### config.mk
export PLATFORM = sky130hd
export DESIGN_NAME = jet_queue
export DESIGN_NICKNAME = d
export VERILOG_FILES = /design/src/rtl/jet_pkg.sv /design/src/rtl/jet_queue.sv
export SDC_FILE = /design/constraint.sdc
export NUM_CORES = 1
export LEC_CHECK = 0
export BUFFER_PORTS_ARGS = -buffer_cell sky130_fd_sc_hd__buf_2
export CORE_ASPECT_RATIO = 0.5
export CORE_MARGIN = 4
export CORE_UTILIZATION = 50
export DETAILED_ROUTE_END_ITERATION = 12
export GPL_ROUTABILITY_DRIVEN = 1
export GPL_TIMING_DRIVEN = 1
export PLACE_DENSITY_LB_ADDON = 0.12
export SLEW_MARGIN = 10
export SYNTH_ARGS = -nofsm -noshare
export SYNTH_HDL_FRONTEND = slang
export SYNTH_SLANG_ARGS = --single-unit
export TNS_END_PERCENT = 30
### constraint.sdc
create_clock -name clk -period 3 [get_ports clk]
set_input_delay 0.6 -clock clk [delete_from_list [all_inputs] [get_ports clk]]
set_output_delay 0.6 -clock clk [all_outputs]
set_load 0.005 [all_outputs]
### src/rtl/jet_pkg.sv
// Shared types and constants for the Julia escape-time core.
`timescale 1ns / 1ps
`default_nettype none

package jet_pkg;

    localparam int COORD_W    = 32;
    localparam int COUNT_W    = 16;
    localparam int CFG_IDX_W  = 3;
    localparam int CFG_DATA_W = 32;

    localparam logic [CFG_IDX_W-1:0] REG_X_STEP     = 3'd0;
    localparam logic [CFG_IDX_W-1:0] REG_X_ORIGIN   = 3'd1;
    localparam logic [CFG_IDX_W-1:0] REG_Y_STEP     = 3'd2;
    localparam logic [CFG_IDX_W-1:0] REG_Y_ORIGIN   = 3'd3;
    localparam logic [CFG_IDX_W-1:0] REG_C_REAL     = 3'd4;
    localparam logic [CFG_IDX_W-1:0] REG_C_IMAG     = 3'd5;
    localparam logic [CFG_IDX_W-1:0] REG_ITER_LIMIT = 3'd6;

    localparam logic [COUNT_W-1:0] ITER_LIMIT_RESET = 16'd512;

    typedef struct packed {
        logic signed [COORD_W-1:0] x_step;
        logic signed [COORD_W-1:0] x_origin;
        logic signed [COORD_W-1:0] y_step;
        logic signed [COORD_W-1:0] y_origin;
        logic signed [COORD_W-1:0] c_real;
        logic signed [COORD_W-1:0] c_imag;
        logic [COUNT_W-1:0]        iteration_limit;
    } jet_cfg_t;

    typedef struct packed {
        logic signed [COORD_W-1:0] zx;
        logic signed [COORD_W-1:0] zy;
    } jet_point_t;

endpackage

`default_nettype wire

### src/rtl/jet_queue.sv
// Short queue of start points between front end and iteration engine.
`timescale 1ns / 1ps
`default_nettype none

module jet_queue import jet_pkg::*; #(
    parameter int DEPTH = 4
) (
    input  wire logic       clk,
    input  wire logic       rst_n,
    input  wire logic       push,
    input  wire jet_point_t push_point,
    output logic            full,
    input  wire logic       pop,
    output jet_point_t      head,
    output logic            empty
);

    localparam int PTR_W = $clog2(DEPTH);
    localparam int CNT_W = $clog2(DEPTH + 1);

    jet_point_t        entry_reg [DEPTH];
    logic [PTR_W-1:0]  wr_ptr_reg;
    logic [PTR_W-1:0]  wr_ptr_next;
    logic [PTR_W-1:0]  rd_ptr_reg;
    logic [PTR_W-1:0]  rd_ptr_next;
    logic [CNT_W-1:0]  count_reg;
    logic [CNT_W-1:0]  count_next;
    logic              do_push;
    logic              do_pop;

    assign full    = (count_reg == CNT_W'(DEPTH));
    assign empty   = (count_reg == '0);
    assign do_push = push && !full;
    assign do_pop  = pop && !empty;
    assign head    = entry_reg[rd_ptr_reg];

    always_comb
    begin
        wr_ptr_next = wr_ptr_reg;
        rd_ptr_next = rd_ptr_reg;
        count_next  = count_reg;
        if (do_push)
        begin
            wr_ptr_next = (wr_ptr_reg == PTR_W'(DEPTH - 1)) ? '0 : wr_ptr_reg + 1'b1;
        end
        if (do_pop)
        begin
            rd_ptr_next = (rd_ptr_reg == PTR_W'(DEPTH - 1)) ? '0 : rd_ptr_reg + 1'b1;
        end
        if (do_push && !do_pop)
        begin
            count_next = count_reg + 1'b1;
        end
        else if (do_pop && !do_push)
        begin
            count_next = count_reg - 1'b1;
        end
    end

    always_ff @(posedge clk or negedge rst_n)
    begin
        if (!rst_n)
        begin
            wr_ptr_reg <= '0;
            rd_ptr_reg <= '0;
            count_reg  <= '0;
        end
        else
        begin
            wr_ptr_reg <= wr_ptr_next;
            rd_ptr_reg <= rd_ptr_next;
            count_reg  <= count_next;
        end
    end

    always_ff @(posedge clk)
    begin
        if (do_push)
        begin
            entry_reg[wr_ptr_reg] <= push_point;
        end
    end

endmodule

`default_nettype wire

# Word level (Yosys, flattened, before mapping)
# Memories as Yosys holds them, arrays and structs flattened.
# Index checks and enable logic that the tools add are counted.
[word_totals]
ram_bits = 256
elab_cells = 27
out_inout_bits = 66
memories = 1
regBits = 7
in_bits = 68
[mem_list]
columns = ["memory", "depth", "width", "read_ports", "rd_ports_with_merged_regs", "wr", "line_no", "source"]
rows = [
  ["entry_reg", 4, 64, 1, 0, 1, "jet_queue.sv:21", "jet_point_t entry_reg [DEPTH];"],
]
[op_classes]
addsub = 4
n_reduce_logical = 10
n_eq_ne = 3
muxes = 6
[ops]
columns = ["cell", "count"]
rows = [
  ["3-bit two-way mux", 2],
  ["2-bit by 1-bit adder with 2-bit output, second input constant", 2],
  ["2-bit equality test, second input constant", 2],
  ["1-bit logical AND", 4],
  ["1-bit logical NOT", 4],
  ["2-bit two-way mux", 2],
  ["3-bit by 1-bit adder with 3-bit output, second input constant", 1],
  ["3-bit equality test, second input constant", 1],
  ["3-bit logical NOT", 1],
  ["3-bit by 1-bit subtractor with 3-bit output, second input constant", 1],
  ["1-bit two-way mux", 2],
  ["2-bit nonzero test", 1],
]

# Longest topological paths before layout
[logic_depth]
ltp_word = 7
ltp_mapped = 9

# Worst setup path after synthesis
# OpenSTA, ideal clock, no wires.
[synth_path]
path_type = "input -> register"
start = "input push"
end = "memory entry_reg[0][0] (netlist name) (enable)"
t_arrival_ps = 2401
n_path_buf = 1
slack_ps = 170
cell_stages = 3
required_time_ps = 2571
setup_time_ps = 429
cell_sequence = "nor2b_1 buf_2 and2_1"
[synth_via]
elab_chain_len = 3
[synth_lines]
columns = ["element", "line_no", "source"]
rows = [
  ["from (decl)", "jet_queue.sv:10", "input wire logic push,"],
  ["1-bit logical AND", "jet_queue.sv:33", "assign do_push = push && !full;"],
  ["net do_push", "jet_queue.sv:28", "logic do_push;"],
  ["1-bit two-way mux", "jet_queue.sv:78", "if (do_push)"],
  ["1-bit two-way mux (implied by the code)", "jet_queue.sv:80", "entry_reg[wr_ptr_reg] <= push_point;"],
  ["to (decl)", "jet_queue.sv:21", ""],
]
# The timed path passes the listed nets, and every way through them passes these cells.

==> metrics <==
status complete, no violations; Stages on worst setup path 3; vias per cell 5.39; RSZ-0062 raised after global routing no; gr usage total 16.0%; TritonCTS Buffers 23; layout cells sized above 1 a little under half; Worst Skew 7.15 ps; Gate power share ~28%; #FFs+latches synth ~260; Synth Instances 371; DP Area approximately 11000 um2; first-pass GRT wire length 26600 um; power share of the clock group about a quarter; root buffer cell clkbuf_16; Hold WC Path Type in2reg; fin crit period between 2000 and 3000 ps; Post-Route Utilization about three fifths; die height 106 um; Tot Pwr around 11 mW; final std cells w/o fill 802; Critical Path Sink Type output pin; mean area per synthesized cell 26.1 um2; 1st-iter DRT viols about 240; DIE WIDTH 205 um; cells along the critical path buf_12 -> mux4_2 -> buf_2; slew at the pin with the worst max-slew slack slightly below 600 ps; Slew Limit Headroom 60.5%; R2R depth 7; Clock Sinks 263; hold_sp push_point[24]; Worst EP arrival about 2200 ps; Yosys cell types 21; post-detail-place hpwl between 10000 and 15000 um; pwr dens 962 nW/um2; cell row count 35; Net Sw Power a little under 3 mW; Area Growth Syn to Fin 18.8%; Total Routed Length between 15000 and 20000 um; sw frac 26.9%; reg-to-reg startpoint count_reg[0]$_DFFE_PN0P_; Mapped Nets 446; Lkg Pwr a little under 4 nW; clk_lat worst skew approximately 500 ps; final antenna-violating net count 0; Crit path buffers/inverters 2; clk buf depth 3; Final Max Slew Viols 0; vias in the first global route around 4700; final hold viol count 0; cell family with most CP delay flip-flops; CTS tree built; synth warn 0; endpoints failing setup 0; DR vias roughly 4300; Reg power frac between 40% and 50%; Final Cell Area roughly 12000 um2; clock slew at reported path FFs roughly 60 ps; crit path max fanout 26; crit path launch rd_ptr_reg[0]$_DFFE_PN0P_; most frequent cells in the layout edfxtp_1, buf_2, mux4_2, clkbuf_16; placed cells 762; register area share after synthesis 81.2%; max_cap viols 0; Worst Setup Start Kind flip-flop; Port Buf Inserts ~130; NumNets Final slightly above 600; CP required roughly 2400 ps; # IOs roughly 130; Final period util slightly above 90%; 1st-pass router iterations 4; slowest CP cell dfrtp_4; post-synthesis cell area just under 10000 um2; FMAX between 300 and 400 MHz; die area ~22000 um2; ANT cells 0; global placer's final weighted congestion between 0.6 and 0.7; Pint 8.09 mW; setup tns final 0 ps; DR DRC count 0; CTS H-tree lvls 1; CP peak stage delay between 600 and 700 ps; largest net degree at the start of global routing 65; CP Class reg2out; initial core utilization about 52%; worst vdd ir 0.513 mV; drt wl/cell 21.6 um; # Post-CTS Setup Buffers 0; most common cell after layout, fill and taps aside edfxtp_1; max reg flops 256; Hold Crit Depth 1; Core ar. roughly 19000 um2; initial antenna violation count 5; Congestion Overflow GR 0
worst paths after layout:
kind | slack, ps | to
max | 230 | head[6]
min | 310 | entry_reg[2][24]$_DFFE_PP_
max reg2reg | 880 | count_reg[2]$_DFFE_PN0P_
min reg2reg | 540 | count_reg[2]$_DFFE_PN0P_
max in group asynchronous | 2360 | rd_ptr_reg[0]$_DFFE_PN0P_
min in group asynchronous | 460 | count_reg[0]$_DFFE_PN0P_
cell usage after synthesis (all sizes together):
library cell | count | share of area, %
nor2 | 2 | 0.078
ha | 6 | 0.78
inv | 3 | 0.12
nor3 | 2 | 0.10
and2 | 4 | 0.26
buf | 14 | 1.1
a21o | 1 | 0.078
xor2 | 2 | 0.18
xnor2 | 1 | 0.090
nor2b | 1 | 0.065
mux4 | 64 | 15
edfxtp | 256 | 79
o31ai | 1 | 0.13
mux2 | 4 | 0.54
fa | 1 | 0.21
clkbuf | 1 | 0.039
nor3b | 1 | 0.13
dfrtp | 7 | 1.8
metrics by stage:
step / hold WS [ps] / worst slack, ps
after CTS: 288 / 167
after detailed placement: 446 / 714
final: 307 / 229
after floorplan: 304 / 170
after global placement: 442 / 720
after global routing: 285 / 84.9
layout make-up:
class / instances / area (um2)
inverter: 3 / 11.3
fill: 1331 / 7200
multi-input combinational: 90 / 1710
sequential: 263 / 7870
clock inverter: 14 / 140
clock buffer: 25 / 583
tap: 259 / 324
timing repair buffer: 148 / 868
worst register-to-register path, stage by stage (launching register included):
cell	delay, ps
dfrtp_1	460
o31ai_2	470
ha_1	260
inv_1	60
fa_1	370
xor2_1	170
nor2_1	120
xor2_1	140
layer usage:
layer	GRT usage, %	up-vias	share of wire, %
li1	-	1900	-
met1	22.8	2280	44
met2	25.6	96	48
met3	4.39	33	6.0
met4	2.91	10	1.4
met5	0	-	0.32
power by group through the flow:
stage | Combinational, mW | Sequential, mW | Clock, mW
floorplan | 1.97 | 5.10 | 0
global placement | 3.11 | 5.22 | 0
detailed placement | 3.13 | 5.25 | 0
CTS | 3.15 | 5.17 | 2.95
global route | 3.32 | 5.23 | 3.12
finish | 3.04 | 5.15 | 2.87
kinds of logic (layout without fill, tap and decap cells):
logic type	Yosys count	count (layout)	synth area share [%]
AOI/OAI and AO/OA	2	2	0.207
buffers and inverters	18	190	1.25
and+or+nand+nor	10	10	0.633
DFF	263	263	81.2
xor gates and xnor gates	3	3	0.271
muxes	68	68	15.4
adders and majority gates	7	7	0.982
timing repair:
action / CTS / global route
endpoints found under the setup margin: 0 / 0
hold buffers: 1 / 0
resized for setup: 0 / 0
endpoints found under the hold margin: 7 / 0
No activity file was read; power rests on OpenSTA's default activity.
