$ cat src/rtl/jet_pkg.sv
// Shared types and constants for the Julia escape-time core.
`timescale 1ns / 1ps
`default_nettype none

package jet_pkg;

    localparam int COORD_W    = 32;
    localparam int COUNT_W    = 16;
    localparam int CFG_IDX_W  = 3;
    localparam int CFG_DATA_W = 32;

    localparam logic [CFG_IDX_W-1:0] REG_X_STEP     = 3'd0;
    localparam logic [CFG_IDX_W-1:0] REG_X_ORIGIN   = 3'd1;
    localparam logic [CFG_IDX_W-1:0] REG_Y_STEP     = 3'd2;
    localparam logic [CFG_IDX_W-1:0] REG_Y_ORIGIN   = 3'd3;
    localparam logic [CFG_IDX_W-1:0] REG_C_REAL     = 3'd4;
    localparam logic [CFG_IDX_W-1:0] REG_C_IMAG     = 3'd5;
    localparam logic [CFG_IDX_W-1:0] REG_ITER_LIMIT = 3'd6;

    localparam logic [COUNT_W-1:0] ITER_LIMIT_RESET = 16'd512;

    typedef struct packed {
        logic signed [COORD_W-1:0] x_step;
        logic signed [COORD_W-1:0] x_origin;
        logic signed [COORD_W-1:0] y_step;
        logic signed [COORD_W-1:0] y_origin;
        logic signed [COORD_W-1:0] c_real;
        logic signed [COORD_W-1:0] c_imag;
        logic [COUNT_W-1:0]        iteration_limit;
    } jet_cfg_t;

    typedef struct packed {
        logic signed [COORD_W-1:0] zx;
        logic signed [COORD_W-1:0] zy;
    } jet_point_t;

endpackage

`default_nettype wire

$ cat src/rtl/jet_front.sv
// Front end: accepts pixel beats and forms the start point of the orbit.
`timescale 1ns / 1ps
`default_nettype none

module jet_front import jet_pkg::*; #(
    parameter int PIXEL_BITS = 12
) (
    input  wire logic                  clk,
    input  wire logic                  rst_n,
    input  wire logic                  in_valid,
    output logic                       in_stall,
    input  wire logic [PIXEL_BITS-1:0] column,
    input  wire logic [PIXEL_BITS-1:0] row,
    input  wire jet_cfg_t              cfg,
    output logic                       push,
    output jet_point_t                 push_point,
    input  wire logic                  full
);

    localparam int PROD_W = PIXEL_BITS + COORD_W;

    logic                valid_reg;
    logic                valid_next;
    logic [COORD_W-1:0]  x_prod_reg;
    logic [COORD_W-1:0]  y_prod_reg;
    logic [PROD_W-1:0]   x_prod_full;
    logic [PROD_W-1:0]   y_prod_full;
    logic                accept;

    // low word of index * step is the same for signed and unsigned step
    assign x_prod_full = {{COORD_W{1'b0}}, column} * {{PIXEL_BITS{1'b0}}, cfg.x_step};
    assign y_prod_full = {{COORD_W{1'b0}}, row} * {{PIXEL_BITS{1'b0}}, cfg.y_step};

    assign in_stall      = valid_reg && full;
    assign accept        = in_valid && !in_stall;
    assign push          = valid_reg;
    assign push_point.zx = x_prod_reg - cfg.x_origin;
    assign push_point.zy = y_prod_reg - cfg.y_origin;

    always_comb
    begin
        valid_next = valid_reg;
        if (accept)
        begin
            valid_next = 1'b1;
        end
        else if (valid_reg && !full)
        begin
            valid_next = 1'b0;
        end
    end

    always_ff @(posedge clk or negedge rst_n)
    begin
        if (!rst_n)
        begin
            valid_reg <= 1'b0;
        end
        else
        begin
            valid_reg <= valid_next;
        end
    end

    always_ff @(posedge clk)
    begin
        if (accept)
        begin
            x_prod_reg <= x_prod_full[COORD_W-1:0];
            y_prod_reg <= y_prod_full[COORD_W-1:0];
        end
    end

endmodule

`default_nettype wire

$ cat config.mk
export PLATFORM = sky130hd
export DESIGN_NAME = jet_front
export DESIGN_NICKNAME = d
export VERILOG_FILES = /design/src/rtl/jet_pkg.sv /design/src/rtl/jet_front.sv
export SDC_FILE = /design/constraint.sdc
export NUM_CORES = 2
export LEC_CHECK = 0
export BUFFER_PORTS_ARGS = -buffer_cell sky130_fd_sc_hd__buf_2
export CORE_ASPECT_RATIO = 1.1
export CORE_MARGIN = 1.5
export CORE_UTILIZATION = 55
export CTS_BUF_LIST = sky130_fd_sc_hd__clkbuf_2 sky130_fd_sc_hd__clkbuf_4 sky130_fd_sc_hd__clkbuf_8
export DETAILED_ROUTE_END_ITERATION = 16
export PLACE_DENSITY_LB_ADDON = 0.12
export SLEW_MARGIN = 10
export SYNTH_ARGS = -nofsm -noshare
export SYNTH_HDL_FRONTEND = slang
export SYNTH_SLANG_ARGS = --single-unit
$ cat constraint.sdc
create_clock -name clk -period 6.44 [get_ports clk]
set_input_delay 0.644 -clock clk [delete_from_list [all_inputs] [get_ports clk]]
set_output_delay 0.644 -clock clk [all_outputs]
set_load 0.05 [all_outputs]
==> Word-level counts from Yosys, hierarchy flattened <==
Index checks and enable logic that the tools add are counted.
W data, S select, Z words.
{ "totals": {"inputBits": 236, "ff_bits": 65, "word_cells": 15, "out_inout_bits": 66} }
{ "op_classes": {"mul": 2, "reduce_logical": 6, "n_addsub": 2, "mux": 2} }
{ "ops": {"columns": ["operator", "count"], "rows": [
  ["$mul A12 B32 Y32", 2],
  ["$sub A32 B32 Y32", 2],
  ["$logic_and A1 B1 Y1", 3],
  ["$logic_not A1 Y1", 2],
  ["$mux W1", 2],
  ["$reduce_bool A2 Y1", 1]
]} }

==> Longest topological paths before layout <==
{ "logic_depth": {"depth_word": 4, "ltp_mapped": 24, "ltp_nobuf": 22} }

==> Worst setup path after synthesis <==
No wires, ideal clock.
{ "synth_path": {"kind": "input to register", "start": "input column[3]", "end": "register x_prod_reg[31] (data pin)", "arrival_time_ns": 5.771, "setup_slack_ns": 0.409, "required_ns": 6.180, "cell_stages": 22, "path_buffers": 2, "path_cell_list": "clkbuf_1 -> clkbuf_1 -> nand2_1 -> fa_1 -> inv_1 -> fa_1 -> fa_1 -> fa_1 -> inv_1 -> fa_1 -> inv_1 -> ha_1 -> and3_1 -> and2_1 -> nand4_1 -> nor3_1 -> nor3_1 -> o31ai_1 -> a221o_1 -> a31o_2 -> a21oi_1 -> xnor2_1"} }
{ "synth_via": {"elab_chain_len": 1} }
{ "synth_lines": {"columns": ["item", "line_no", "source"], "rows": [
  ["start, declared", "jet_front.sv:12", "input wire logic [PIXEL_BITS-1:0] column,"],
  ["$mul A12 B32 Y32", "jet_front.sv:31", "assign x_prod_full = {{COORD_W{1'b0}}, column} * {{PIXEL_BITS{1'b0}}, cfg.x_step};"],
  ["named net x_prod_full[31]", "jet_front.sv:26", "logic [PROD_W-1:0] x_prod_full;"],
  ["end signal, assigned", "jet_front.sv:69", "x_prod_reg <= x_prod_full[COORD_W-1:0];"],
  ["end, declared", "jet_front.sv:24", "logic [COORD_W-1:0] x_prod_reg;"]
]} }
The timed path passes the listed nets, and every way through them passes these cells.
A chain may end at the register's enable or synchronous reset.

==> Worst setup path in the final report <==
{ "layout_path": {"start": "input row[7]", "end": "register y_prod_reg[31] (data pin)"} }
{ "layout_via": {"elab_chain_len": 1} }
{ "layout_lines": {"columns": ["item", "line_no", "source"], "rows": [
  ["start, declared", "jet_front.sv:13", "input wire logic [PIXEL_BITS-1:0] row,"],
  ["$mul A12 B32 Y32", "jet_front.sv:32", "assign y_prod_full = {{COORD_W{1'b0}}, row} * {{PIXEL_BITS{1'b0}}, cfg.y_step};"],
  ["named net y_prod_full[31]", "jet_front.sv:27", "logic [PROD_W-1:0] y_prod_full;"],
  ["end signal, assigned", "jet_front.sv:70", "y_prod_reg <= y_prod_full[COORD_W-1:0];"],
  ["end, declared", "jet_front.sv:25", "logic [COORD_W-1:0] y_prod_reg;"]
]} }
The timed path passes the listed nets, and every way through them passes these cells.

==> out/metrics.cfg <==
[status]
status=finished clean

[sta]
setup_violations=0
fin_skew_ns=0.00961
tns_ns=0
maxSlewViolCount=0
finalCriticalPeriod_ns=5.98
min_period_over_period_pct=92.8
timing.fmax_mhz=167
max_slew_margin_pct=40.6
hold_violations=0
whs_ns=0.469
worstMarginPinSlew_ns=0.890
layout_setup_ws_ns=0.464
grt_setup_unrepaired=no

[die]
core_um2=41400
start_util_pct=56.0
die_y_um=218
die_w_um=199
core.rowCount=78
dieArea_um2=43400
ios=302

[placed_design]
finalWeightedCongestion=0.904
dp_cells=3445
dpl_cell_area_um2=25300
dp_hpwl_mm=46.0
io_buffers=221
pre_cts_ws_ns=0.0962

[grt]
grt_start_max_net_pins=65
first_global_vias=19721
overflow=0
grt_pass1_wl_mm=93.4
antenna_found_initial=8
grt_usage_pct=27.3

[yosys]
synth_cells=2683
syn_area_um2=23200
yosysUniqueCellTypes=62
synth_top_area_share_pct=41.5
synth_edf_count=64
yosys_warnings=0
syn_area_per_cell_um2=8.64
synth_seq_cells=65
async_flop_share_pct=1.54
synthesis.nets=3559
ys_seq_area_share_pct=8.40
synthTopCellsByArea=fa_1 (41%), inv_1 (10%), ha_1 (8.6%), edfxtp_1 (8.3%), nand2_1 (7.9%)
synth.largest_area_cell=fa_1
synth-main-ff-cell=edfxtp_1

[worst_setup_path]
timing.rr.end=y_prod_reg[23]
cp.required_ns=6.58
rr_startpoint=push
setup.worst_path.start=row[7]
worstPathArrival_ns=6.11
critPathMaxFanout=25
ff2ff_path_depth=3
critical_path_class=primary input to flip-flop
end_kind=flip-flop
worst-r2r-setup-slack_ns=4.68
endpoint=y_prod_reg[31]
cp-start-kind=primary input

[hold_path]
hp-start=in_valid
min_path_cells=2
hold_path.class=primary input to flip-flop

[finish]
fin_area_um2=25500
nNetsFinal=3773
synthToLayoutAreaGrowth_pct=10.1
utilization_pct=61.7
drive_gt1_share_pct=11.9
final_cell_count_no_fill=3465

[clocking]
cts_buffers=9
postCtsSetupBuffers=0
clk_path_buf_depth=2
h-tree-depth=3
cts_root_buffer=clkbuf_8
cts_tree=yes
clkSinkCount=65
clock_latency_ns=0.39
clk_pin_slew_worst_paths_ns=0.08

[routing]
drt-wirelength-per-cell_um=15.7
drt_iter0_markers=877
drtPass1Iterations=6
drc=0
vias=18131
ant_nets=0
routed_wl_mm=54.5
viasPerCell=5.23

[power]
peakVddDrop_mv=0.700
total_power_mw=15.2
p_leak_nw=13.3
power_per_cell_area_nw_per_um2=595

[flow_run]
cap_violations=0

## routing by layer
layer	GRT usage (%)	up-vias	wire [um]
li1	-	8445	-
met1	34.9	9089	22800
met2	48.5	504	27200
met3	4.00	81	3280
met4	6.79	12	1100
met5	0	-	79
## synth_stat cells, types with 33 or more instances
cell type,number
clkbuf_1,103
o21ai_0,47
nor2_1,59
inv_1,631
fa_1,480
ha_1,160
nand2_1,486
and2_1,194
xnor2_1,106
edfxtp_1,64
a21oi_1,80
xor2_1,33
a21o_1,49
## power breakdown
group          switching [mW]  internal, mW  leakage (nW)
combinational            7.86          5.65          12.5
sequential             0.0838          1.23         0.621
clock                   0.175         0.190         0.104
## timing repair
action / in CTS / in global routing
gates resized for setup: 0 / 0
hold buffers: 1 / 0
setup endpoints to repair: 0 / 0
hold endpoints to repair: 1 / 0
## how the worst min path moves through the flow
stage | end | slack, ns
floorplan | push | 0.35
global placement | push | 0.42
detailed placement | push | 0.42
CTS | push | 0.44
global route | push | 0.46
finish | push | 0.47
## critical path: stages
cell and delay [ns]:
buf_2 0.45, nand2_1 0.15, fa_1 0.54, inv_1 0.07, fa_1 0.56, fa_1 0.44, fa_1 0.49, inv_1 0.05
fa_1 0.47, inv_1 0.05, ha_1 0.34, a21o_1 0.18, a21o_1 0.17, a21oi_1 0.15, nor2_1 0.09, a21oi_1 0.16
o21ai_0 0.18, o41ai_2 0.34, buf_4 0.18, o2111ai_1 0.13, a21oi_1 0.19, xnor2_1 0.08
## cells by family (layout without fill, tap and decap cells)
logic type / Yosys count / after routing / synth area share [%]
AND/OR/NAND/NOR: 817 / 817 / 16.2
adder cells (fa/ha/maj): 640 / 640 / 50.1
multiplexers: 2 / 2 / 0.0864
XOR/XNOR: 139 / 139 / 5.25
flip-flops: 65 / 65 / 8.40
other: 0 / 3 / 0
buffers and inverters: 738 / 957 / 12.0
AO/OA/AOI/OAI: 282 / 282 / 7.99
## layout make-up
class                      count  area, um^2
antenna                        3        7.51
sequential                    65        1950
clock buffer                  12         146
fill                        3792       15900
clock inverter                 4        45.0
timing repair buffer         310        1840
tap                          560         701
inverter                     631        2370
multi-input combinational   1880       18500
## cells in the final DEF, fill, tap and decap left out, drive strengths merged, types with 9 or more instances in the layout
cell and n:
and2 194, a31oi 9, nand2 486, ha 160, nand2b 10, a21o 50
clkbuf 12, edfxtp 64, nand3 13, inv 631, o21bai 11, o21a 21
xnor2 106, a211oi 11, a21oi 82, o21ai 53, buf 309, fa 480
xor2 33, nor3 12, nor2 59, nor2b 16
Power figures use the tool's default switching activity.
